--- src/rtl/hmmc_pkg.sv ---
// ----------------------------------------------------------------------------
// hmmc_pkg: shared types and codes
// Operation codes, register indexes and the command record that sits in the
// front queue of the hashed message match counter.
// ----------------------------------------------------------------------------
`default_nettype none

package hmmc_pkg;

  localparam int MAX_MESSAGES_DEF = 4096;
  localparam int WORD_BITS_DEF    = 32;
  localparam int FIELD_BITS       = 32;
  localparam int COUNT_BITS       = 13;

  localparam logic [1:0] FUNC_STORE = 2'd0;
  localparam logic [1:0] FUNC_QUERY = 2'd1;
  localparam logic [1:0] FUNC_CLEAR = 2'd2;

  localparam logic CFG_MODULUS = 1'b0;
  localparam logic CFG_BUCKETS = 1'b1;

  localparam logic [FIELD_BITS-1:0] MODULUS_RST = 32'd3;
  localparam logic [FIELD_BITS-1:0] BUCKETS_RST = 32'd1;

  typedef struct packed {
    logic [1:0]            func;
    logic [FIELD_BITS-1:0] coef_mul;
    logic [FIELD_BITS-1:0] coef_add;
    logic [FIELD_BITS-1:0] bucket_tag;
    logic [FIELD_BITS-1:0] query_ident;
  } cmd_t;

  typedef struct packed {
    logic [FIELD_BITS-1:0] modulus;
    logic [FIELD_BITS-1:0] buckets;
  } cfg_t;

endpackage

`default_nettype wire

--- src/rtl/hmmc_front.sv ---
// ----------------------------------------------------------------------------
// hmmc_front: command intake
// Accepts items, masks words to the word width and queues them in a
// two-entry queue for the back end.
// ----------------------------------------------------------------------------
`default_nettype none

module hmmc_front #(
  parameter int WORD_BITS = hmmc_pkg::WORD_BITS_DEF
) (
  input  wire logic          clk,
  input  wire logic          rst,
  input  wire logic          push,
  input  wire hmmc_pkg::cmd_t in_cmd,
  output logic               full,
  output logic               q_valid,
  output hmmc_pkg::cmd_t     q_cmd,
  input  wire logic          pop
);
  import hmmc_pkg::*;

  localparam logic [FIELD_BITS-1:0] WMASK = FIELD_BITS'((64'd1 << WORD_BITS) - 64'd1);

  cmd_t       slot [2];
  cmd_t       masked;
  logic       wr_ptr;
  logic       rd_ptr;
  logic [1:0] fill;

  always_comb begin
    masked             = in_cmd;
    masked.coef_mul    = in_cmd.coef_mul & WMASK;
    masked.coef_add    = in_cmd.coef_add & WMASK;
    masked.bucket_tag  = in_cmd.bucket_tag & WMASK;
    masked.query_ident = in_cmd.query_ident & WMASK;
  end

  assign full    = (fill == 2'd2);
  assign q_valid = (fill != 2'd0);
  assign q_cmd   = slot[rd_ptr];

  always_ff @(posedge clk) begin
    if (push) begin
      slot[wr_ptr] <= masked;
    end
  end

  always_ff @(posedge clk) begin
    if (rst) begin
      wr_ptr <= 1'b0;
      rd_ptr <= 1'b0;
      fill   <= 2'd0;
    end else begin
      if (push) begin
        wr_ptr <= ~wr_ptr;
      end
      if (pop) begin
        rd_ptr <= ~rd_ptr;
      end
      fill <= fill + 2'(push) - 2'(pop);
    end
  end

endmodule

`default_nettype wire

--- config.mk ---
export PLATFORM = sky130hd
export DESIGN_NAME = hmmc_front
export DESIGN_NICKNAME = d
export VERILOG_FILES = /design/src/rtl/hmmc_pkg.sv /design/src/rtl/hmmc_front.sv
export SDC_FILE = /design/constraint.sdc
export NUM_CORES = 1
export LEC_CHECK = 0
export BUFFER_PORTS_ARGS = -buffer_cell sky130_fd_sc_hd__buf_2
export CORE_UTILIZATION = 52
export DETAILED_ROUTE_END_ITERATION = 12
export PLACE_DENSITY = 0.9
export SYNTH_ARGS = -nofsm -noshare
export SYNTH_HDL_FRONTEND = slang
export SYNTH_SLANG_ARGS = --single-unit
--- constraint.sdc ---
create_clock -name clk -period 8.1 [get_ports clk]
set_input_delay 1.215 -clock clk [delete_from_list [all_inputs] [get_ports clk]]
set_output_delay 1.215 -clock clk [all_outputs]
set_load 0.05 [all_outputs]
* After elaboration in Yosys (flattened, before gate mapping)
Memories as Yosys holds them, arrays and structs flattened. A register that Yosys moved wholly into a read port is not among the register bits. Index checks and enable logic that the tools add are counted.
Cells by class: equality and inequality tests 1, bitwise gates (word level) 2, muxes and demuxes 4, reductions and logical operators 1, add/sub/neg operators 2
Operator list (count):
- 2-to-1 mux 1 bit | 4
- adder 2 x 1 -> 2 bit | 1
- == test 2 bit (second input constant) | 1
- inverter 1 bit | 2
- nonzero test 2 bit | 1
- subtractor 2 x 1 -> 2 bit | 1
Storage, ports and cells: memories 1, flip-flop bits (word level) 4, RAM bits 260, word-level logic and storage cells 14, input port bits 134
Memory list:
- slot | words 2, width 130, read ports 1, clocked after memory_dff 1, wr ports 1, line hmmc_front.sv:24 | cmd_t slot [2];

* Depth between registers and ports, before layout
Gate-level depths: netlist of run 1.
word-level depth 3, mapped depth 6

* Worst setup path after synthesis of run 1
No wires, ideal clock.
path kind input to register, from input push, to memory slot[0][0] in the netlist's numbering (enable), buffers on the path 0, library setup time 0.636 ns, setup slack 0.615 ns, data required time 7.464 ns, data arrival time 6.849 ns, cell stages on the path 1, path through nor2b_1
On the way: cells in the longest elaborated chain, start to end 2
Ends and longest elaborated chain:
- start, declared | line hmmc_front.sv:13 | input wire logic push,
- 2-to-1 mux 1 bit | line hmmc_front.sv:43 | if (push) begin
- 2-to-1 mux 1 bit (not written as such) | line hmmc_front.sv:44 | slot[wr_ptr] <= masked;
- end, declared | line hmmc_front.sv:24
No other way between the ends.

==> run metrics, run 1 <==
Layout area overhead 24.17%; Worst Hold Class flop to flop; Num CTS Buffers 26; floorplan core area 18020 um2; status finished, final reports clean; met3 wire length 1195 um; total wire length 17480 um; global-route wire length before repair 26880 um; Row Count 49; Synth Area in XOR/XNOR 0.4160%; Setup Viol. Count Final 0; CTS tree yes; CTS Buffer Depth 3; clock group share of total power 34.2%; setup bufs post-CTS 0; die height 138.1 um; initial antenna violation count 2; Synth Instances 425; Post-Layout Cell Count 955; crit path DAT 2.89 ns; family with the most delay on the worst path buffers and inverters; ys flop type edfxtp_1; cell taking the most area after synthesis edfxtp_1; net switching power 883.9 uW; Synth Area in Simple Gates 0.4810%; # hold bufs at CTS 0; max cap viols 0; post-synthesis compound-gate area fraction 0%; Buf/Inv on CP 2; Avg Cell Area, Syn 22.65 um2; post_cts resized 0; placed cells 908; Synth Cell Area 9625 um2; # IOs 266; Pre-antenna DRT Iters 6; main combinational cell family by area after synthesis multiplexers; pre-CTS WS 4.274 ns; synthesis-stage register bit count 265; Initial Util 53.40%; die area 19060 um2; DRC viols 0; Final Skew 0.004158 ns; register area share after synthesis 82.15%; Crit path largest cell delay 0.94 ns; sequential share of power 49.3%; Root Buffer clkbuf_16; routed vias 4875; Yosys warning count 0; RSZ-0062 raised after global routing no; CP Launch Type flop; min Tclk post-route 4.108 ns; top-count cell post-synth edfxtp_1; Slowest-stage cell, CP buf_4; Clock Latency Late Sink 0.51 ns; Setup Crit Path Kind flop to output port; fin worst setup slack 3.992 ns; top cells by count, synth 260 x edfxtp_1, 130 x mux2_2, 10 x buf_6, 5 x dfxtp_1, 4 x nor2_1; met2 WL 9171 um; CP max FO 86; H-tree levels 1; Hold Vio Cnt, Final 0; Synthesized Nets 561; Port Buffer Count 265; DR iter-0 viols 202; Hold Slack 0.5069 ns; top cell type's share of synthesized area 81.11%; worst path required time 6.88 ns; WL/cell 18.30 um; final period utilization 50.72%; clock-pin transition on the worst setup and hold timing paths 0.06 ns; Comb pwr share 16.5%; Post-Route M1 WL 6651 um; post-synthesis adder-cell area fraction 0.2600%; Post-synth EDFFs 260; sw frac 26.72%; Slew Viols, Final 0; GPL Wtd Cong 0.7180; ANT nets after route 0; clock sink total 265; leak pwr 0.004494 uW; slew margin rel. 21.51%; P per Cell Area 276.8 nW/um2; gr ovfl total 0; Int Pwr 2424 uW; Setup TNS 0 ns; post-synthesis mux area share 15.21%; VDD IR max 0.2225 mV; Final HPWL DP 11300 um; share of layout cells above drive strength 1 60.36%; Synth async-reset ratio 0%; vias in the first global route 5228; ranking of synthesized cells by area edfxtp_1 81%, mux2_2 15%, buf_6 1.2%; GRT Util Overall 17.81%; NumNets Final 843; Critical Path Sink Type output port; post-synth cell types 14; Vias/cell 5.105; f_max 243.4 MHz; final core occ 66.31%; pin count of the biggest net entering global routing 93; worst slew pin tran 1.177 ns; Die X-Extent 138.1 um; crit path cell chain buf_4 > mux2_2 > buf_2; Top Layer Used met4
layout by cell type (no fill, tap or decap):
cell type    n
mux2_2     130
xnor3_1      1
inv_6        1
buf_4        3
nor2_1       4
clkinv_2     5
ha_1         2
diode_2      2
and2_4       1
inv_1        2
nor2b_4      1
bufinv_16    2
nor2b_1      2
clkbuf_16   27
buf_2      265
dfxtp_4      1
clkinv_1     5
edfxtp_1   260
or2_2        1
dfxtp_1      4
clkbuf_1     5
xnor2_1      2
cells by family after synthesis:
family                     after synthesis
xor gates and xnor gates                 3
adders and majority gates                2
muxes                                  130
and+or+nand+nor                          9
DFF                                    265
buffers and inverters                   16
power groups by stage:
stage | registers, uW | clock network (uW) | logic, uW
5_1_grt | 1640 | 1200 | 569
3_5_place_dp | 1660 | 0 | 547
3_3_place_gp | 1650 | 0 | 537
2_1_floorplan | 1660 | 0 | 428
4_1_cts | 1630 | 1150 | 550
6_report | 1630 | 1130 | 546
through the flow:
step           area (um2)  power, uW
5_1_grt             11950       3411
6_report            11950       3308
4_1_cts             11950       3336
2_1_floorplan        9625       2084
3_3_place_gp        11140       2191
3_5_place_dp        11140       2208
sequential cells by signal (all words and copies together), names as in the netlist, named ones only:
signal,cells
fill,2
rd_ptr,1
slot,260
wr_ptr,1
worst paths after layout:
path,slack [ns],cells after the start,end,start
worst max-delay path,3.99,3,q_cmd[124],flop
worst max register to register,5.37,2,slot[0][37],wr_ptr
worst min-delay path,0.51,2,flop,rd_ptr
worst min register to register,0.51,2,flop,rd_ptr
per-layer routing:
layer	GRT usage (%)	up-vias
met5	0	-
met4	6.536	0
met3	4.330	38
met2	32.39	202
met1	20.29	2380
li1	-	2255
area by class of cell:
type                    count  area (um2)
diodes                      2       5.005
flip-flops and latches    265        7911
inverters                   2       7.507
clock inverters            13       112.6
fillers                  1195        6073
clock buffers              32       694.4
multi-input cells         144        1585
well taps                 229       286.5
repair buffers            268        1349
worst min-delay path, cell delays in order, from the launching register on:
cell and delay (ns):
dfxtp_1 0.32, xnor2_1 0.08, nor2_1 0.07
No activity file was read; power rests on OpenSTA's default activity.
==> run 2, diff against run 1 <==
--- a/config.mk
+++ b/config.mk
@@ -5,10 +5,11 @@
 export SDC_FILE = /design/constraint.sdc
 export NUM_CORES = 1
 export LEC_CHECK = 0
+export ABC_AREA = 1
 export BUFFER_PORTS_ARGS = -buffer_cell sky130_fd_sc_hd__buf_2
-export CORE_UTILIZATION = 52
+export CORE_UTILIZATION = 47
 export DETAILED_ROUTE_END_ITERATION = 12
-export PLACE_DENSITY = 0.9
+export PLACE_DENSITY = 0.87
 export SYNTH_ARGS = -nofsm -noshare
 export SYNTH_HDL_FRONTEND = slang
 export SYNTH_SLANG_ARGS = --single-unit
==> constraint.sdc (replaced) <==
create_clock -name clk -period 3.48 [get_ports clk]
set_input_delay 0.522 -clock clk [delete_from_list [all_inputs] [get_ports clk]]
set_output_delay 0.522 -clock clk [all_outputs]
set_load 0.05 [all_outputs]
==> run 2 against run 1 <==
  * Sequential power is 130% higher
  * Cell count grew 4.6%
  * Clock-buffer cell count is 1 lower
  * Combinational power up 120%
  * Clock power up 120%
  * Non-clock buffer count grew 3
  * Clock skew grew 0.0020 ns
  * Via count increased by 0.90%
  * Critical path depth unchanged
  * Hold slack got worse by 0.31 ns
  * Die area grew 11%
  * Global-route usage is 0.84 points lower
==> run metrics, run 2 <==
status finished, final reports clean; synthesis-stage register bit count 265 (unchanged); VDD IR max 0.5184 mV (+130%); Vias/cell 4.924 (-3.5%); # hold bufs at CTS 0 (unchanged); most frequent cells in the layout 265 x buf_2, 260 x edfxtp_1, 130 x mux2_2, 27 x clkbuf_16; CTS tree yes; Synthesized Nets 571 (+1.8%); worst slew pin tran 0.8912 ns (-0.2862 ns); placed cells 957 (+5.4%); min Tclk post-route 2.784 ns; Row Count 51 (+4.1%); NumNets Final 856 (+1.5%); P per Cell Area 616.8 nW/um2 (+120%); Final Skew 0.006203 ns (+0.002045 ns); crit path cell chain buf_4 > mux2_2 > buf_2; Synth async-reset ratio 0% (unchanged); global-route wire length before repair 27920 um (+3.9%); DRC viols 0 (unchanged); setup bufs post-CTS 0 (unchanged); commonest non-fill, non-tap cell in the layout buf_2; share of layout cells above drive strength 1 59.26% (-1.1 points); Die X-Extent 145.1 um (+5.1%); Slowest-stage cell, CP dfxtp_4; r2r setup slk 1.80 ns (-3.57 ns); ANT nets after route 0 (unchanged); clock-pin transition on the worst setup and hold timing paths 0.06 ns (about the same); Final HPWL DP 11890 um (+5.2%); Post-synth EDFFs 260 (unchanged); Reg-to-Reg End slot[1][40]; ys flop type edfxtp_1; Initial Util 48.68% (-4.7 points); FF-to-FF Start wr_ptr; vias in the first global route 5362 (+2.6%); slew margin rel. 40.58% (+19 points); pin count of the biggest net entering global routing 69 (-26%); RSZ-0062 raised after global routing no; Num CTS Buffers 26 (unchanged); max cap viols 0 (unchanged); Setup Crit Path Kind flop to output port; CTS Buffer Depth 3 (unchanged); Largest register FFs 260 (unchanged); Post-Layout Cell Count 999 (+4.6%); post_cts resized 0 (unchanged); GRT Util Overall 16.98% (-0.84 points); Worst Hold End slot[1][108]; # IOs 266 (unchanged); Setup TNS 0 ns (unchanged); cell taking the most area after synthesis edfxtp_1; clock sink total 265 (unchanged); Yosys warning count 0 (unchanged); Avg Cell Area, Syn 22.14 um2 (-2.2%); Hold Slack 0.1967 ns (-0.3102 ns); Pre-antenna DRT Iters 4 (-2); crit path DAT 2.26 ns (-0.63 ns); Critical Path Sink Type output port; top cells by count, synth 260 x edfxtp_1, 130 x mux2_2, 10 x buf_6, 8 x inv_1, 7 x nor2_1; die height 145.1 um (+5.1%); routed vias 4919 (+0.90%); post-synth cell types 14 (unchanged); Root Buffer clkbuf_16; Buf/Inv on CP 2 (unchanged); min-delay src in_cmd[108]; Worst Hold Class primary input to flop; final core occ 60.62% (-5.7 points); top cell type's share of synthesized area 81.07% (about the same); DR iter-0 viols 254 (+26%); WL/cell 18.16 um (-0.79%); ranking of synthesized cells by area edfxtp_1 81%, mux2_2 15%, buf_6 1.2%; Biggest register slot; initial antenna violation count 1 (-1); Crit path largest cell delay 0.62 ns (-0.32 ns); worst path required time 2.96 ns (-3.92 ns); Port Buffer Count 265 (unchanged); Layout area overhead 24.52%; Synth Instances 435 (+2.4%); Setup Viol. Count Final 0 (unchanged); CP max FO 36 (-58%); Slew Viols, Final 0 (unchanged); R2R cell count 3 (+1); die area 21070 um2 (+11%); f_max 359.2 MHz; final period utilization 80.00%; CP Launch Type flop; floorplan core area 19780 um2 (+9.7%); Synth Cell Area 9630 um2 (about the same); H-tree levels 1 (unchanged); largest registers slot (260), fill (2); register area share after synthesis 82.11% (about the same); Diodes inserted 0 (-2); family with the most delay on the worst path buffers and inverters; total wire length 18140 um (+3.8%); Hold Vio Cnt, Final 0 (unchanged); GPL Wtd Cong 0.8210 (+14%); leak pwr 0.004499 uW (+0.11%); Clock Latency Late Sink 0.51 ns (about the same); gr ovfl total 0 (unchanged); top-count cell post-synth edfxtp_1; WHS Path Cells 1 (-1)
==> run 2: cell count changes in the layout (fill, tap and decap cells not counted), moves of 2 or more <==
| cell | delta |
|---|---|
| inv_1 | +5 |
| nand2_1 | +5 |
| buf_12 | +3 |
| bufinv_16 | -2 |
| clkinv_1 | +2 |
| clkinv_2 | -2 |
| diode_2 | -2 |
| nor2_1 | +2 |
| nor2b_1 | -2 |
==> run 2: logic make-up (layout without fill, tap and decap cells) <==
logic type | after synthesis | after routing | synth area share, %
muxes | 130 | 130 | 15.20
DFF | 265 | 265 | 82.11
AOI/OAI and AO/OA | 1 | 1 | 0.05192
buffers and inverters | 22 | 321 | 1.715
xor gates and xnor gates | 1 | 1 | 0.09096
and+or+nand+nor | 14 | 14 | 0.5716
adders and majority gates | 2 | 2 | 0.2598
==> run 2: layout make-up <==
class,count,area [um2]
Clock buffer,31,690.7
Multi-Input combinational cell,148,1565
Timing Repair Buffer,271,1409
Tap cell,265,331.6
Fill cell,1416,7790
Clock inverter,11,50.05
Sequential cell,265,7911
Inverter,8,33.78
==> run 2: power by group <==
| part | total, uW | internal, uW | leakage [uW] | switching [uW] |
|---|---|---|---|---|
| Clock | 2450 | 1390 | 0.000364 | 1050 |
| Combinational | 1200 | 338 | 0.00165 | 857 |
| Sequential | 3760 | 3700 | 0.00248 | 55.2 |
==> run 2: how the worst max path moves through the flow <==
stage	to	startpoint	slack, ns	depth (start not counted)
6_report	q_cmd[54]	flop	0.70	3
4_1_cts	q_cmd[48]	flop	0.65	3
5_1_grt	q_cmd[54]	flop	0.57	3
2_1_floorplan	slot[1][0]	push	0.55	2
3_5_place_dp	q_cmd[48]	flop	1.20	3
3_3_place_gp	q_cmd[49]	flop	1.25	3
==> run 2: per-layer routing <==
| metal | vias to the layer above | global-route usage [%] | share of wire, % | wire (um) |
|---|---|---|---|---|
| met4 | 0 | 6.316 | 3.0 | 548 |
| met2 | 193 | 30.82 | 52 | 9516 |
| met3 | 44 | 4.308 | 7.1 | 1280 |
| met5 | - | 0 | 0 | 0 |
| li1 | 2285 | - | - | - |
| met1 | 2397 | 19.17 | 37 | 6791 |
==> run 2: metrics by stage <==
step	setup WS (ns)	instance area, um2	power [uW]
2_1_floorplan	0.5492	9642	4724
3_3_place_gp	1.251	11250	4990
3_5_place_dp	1.197	11250	5019
4_1_cts	0.6464	11990	7465
5_1_grt	0.5682	11990	7647
6_report	0.6959	11990	7396
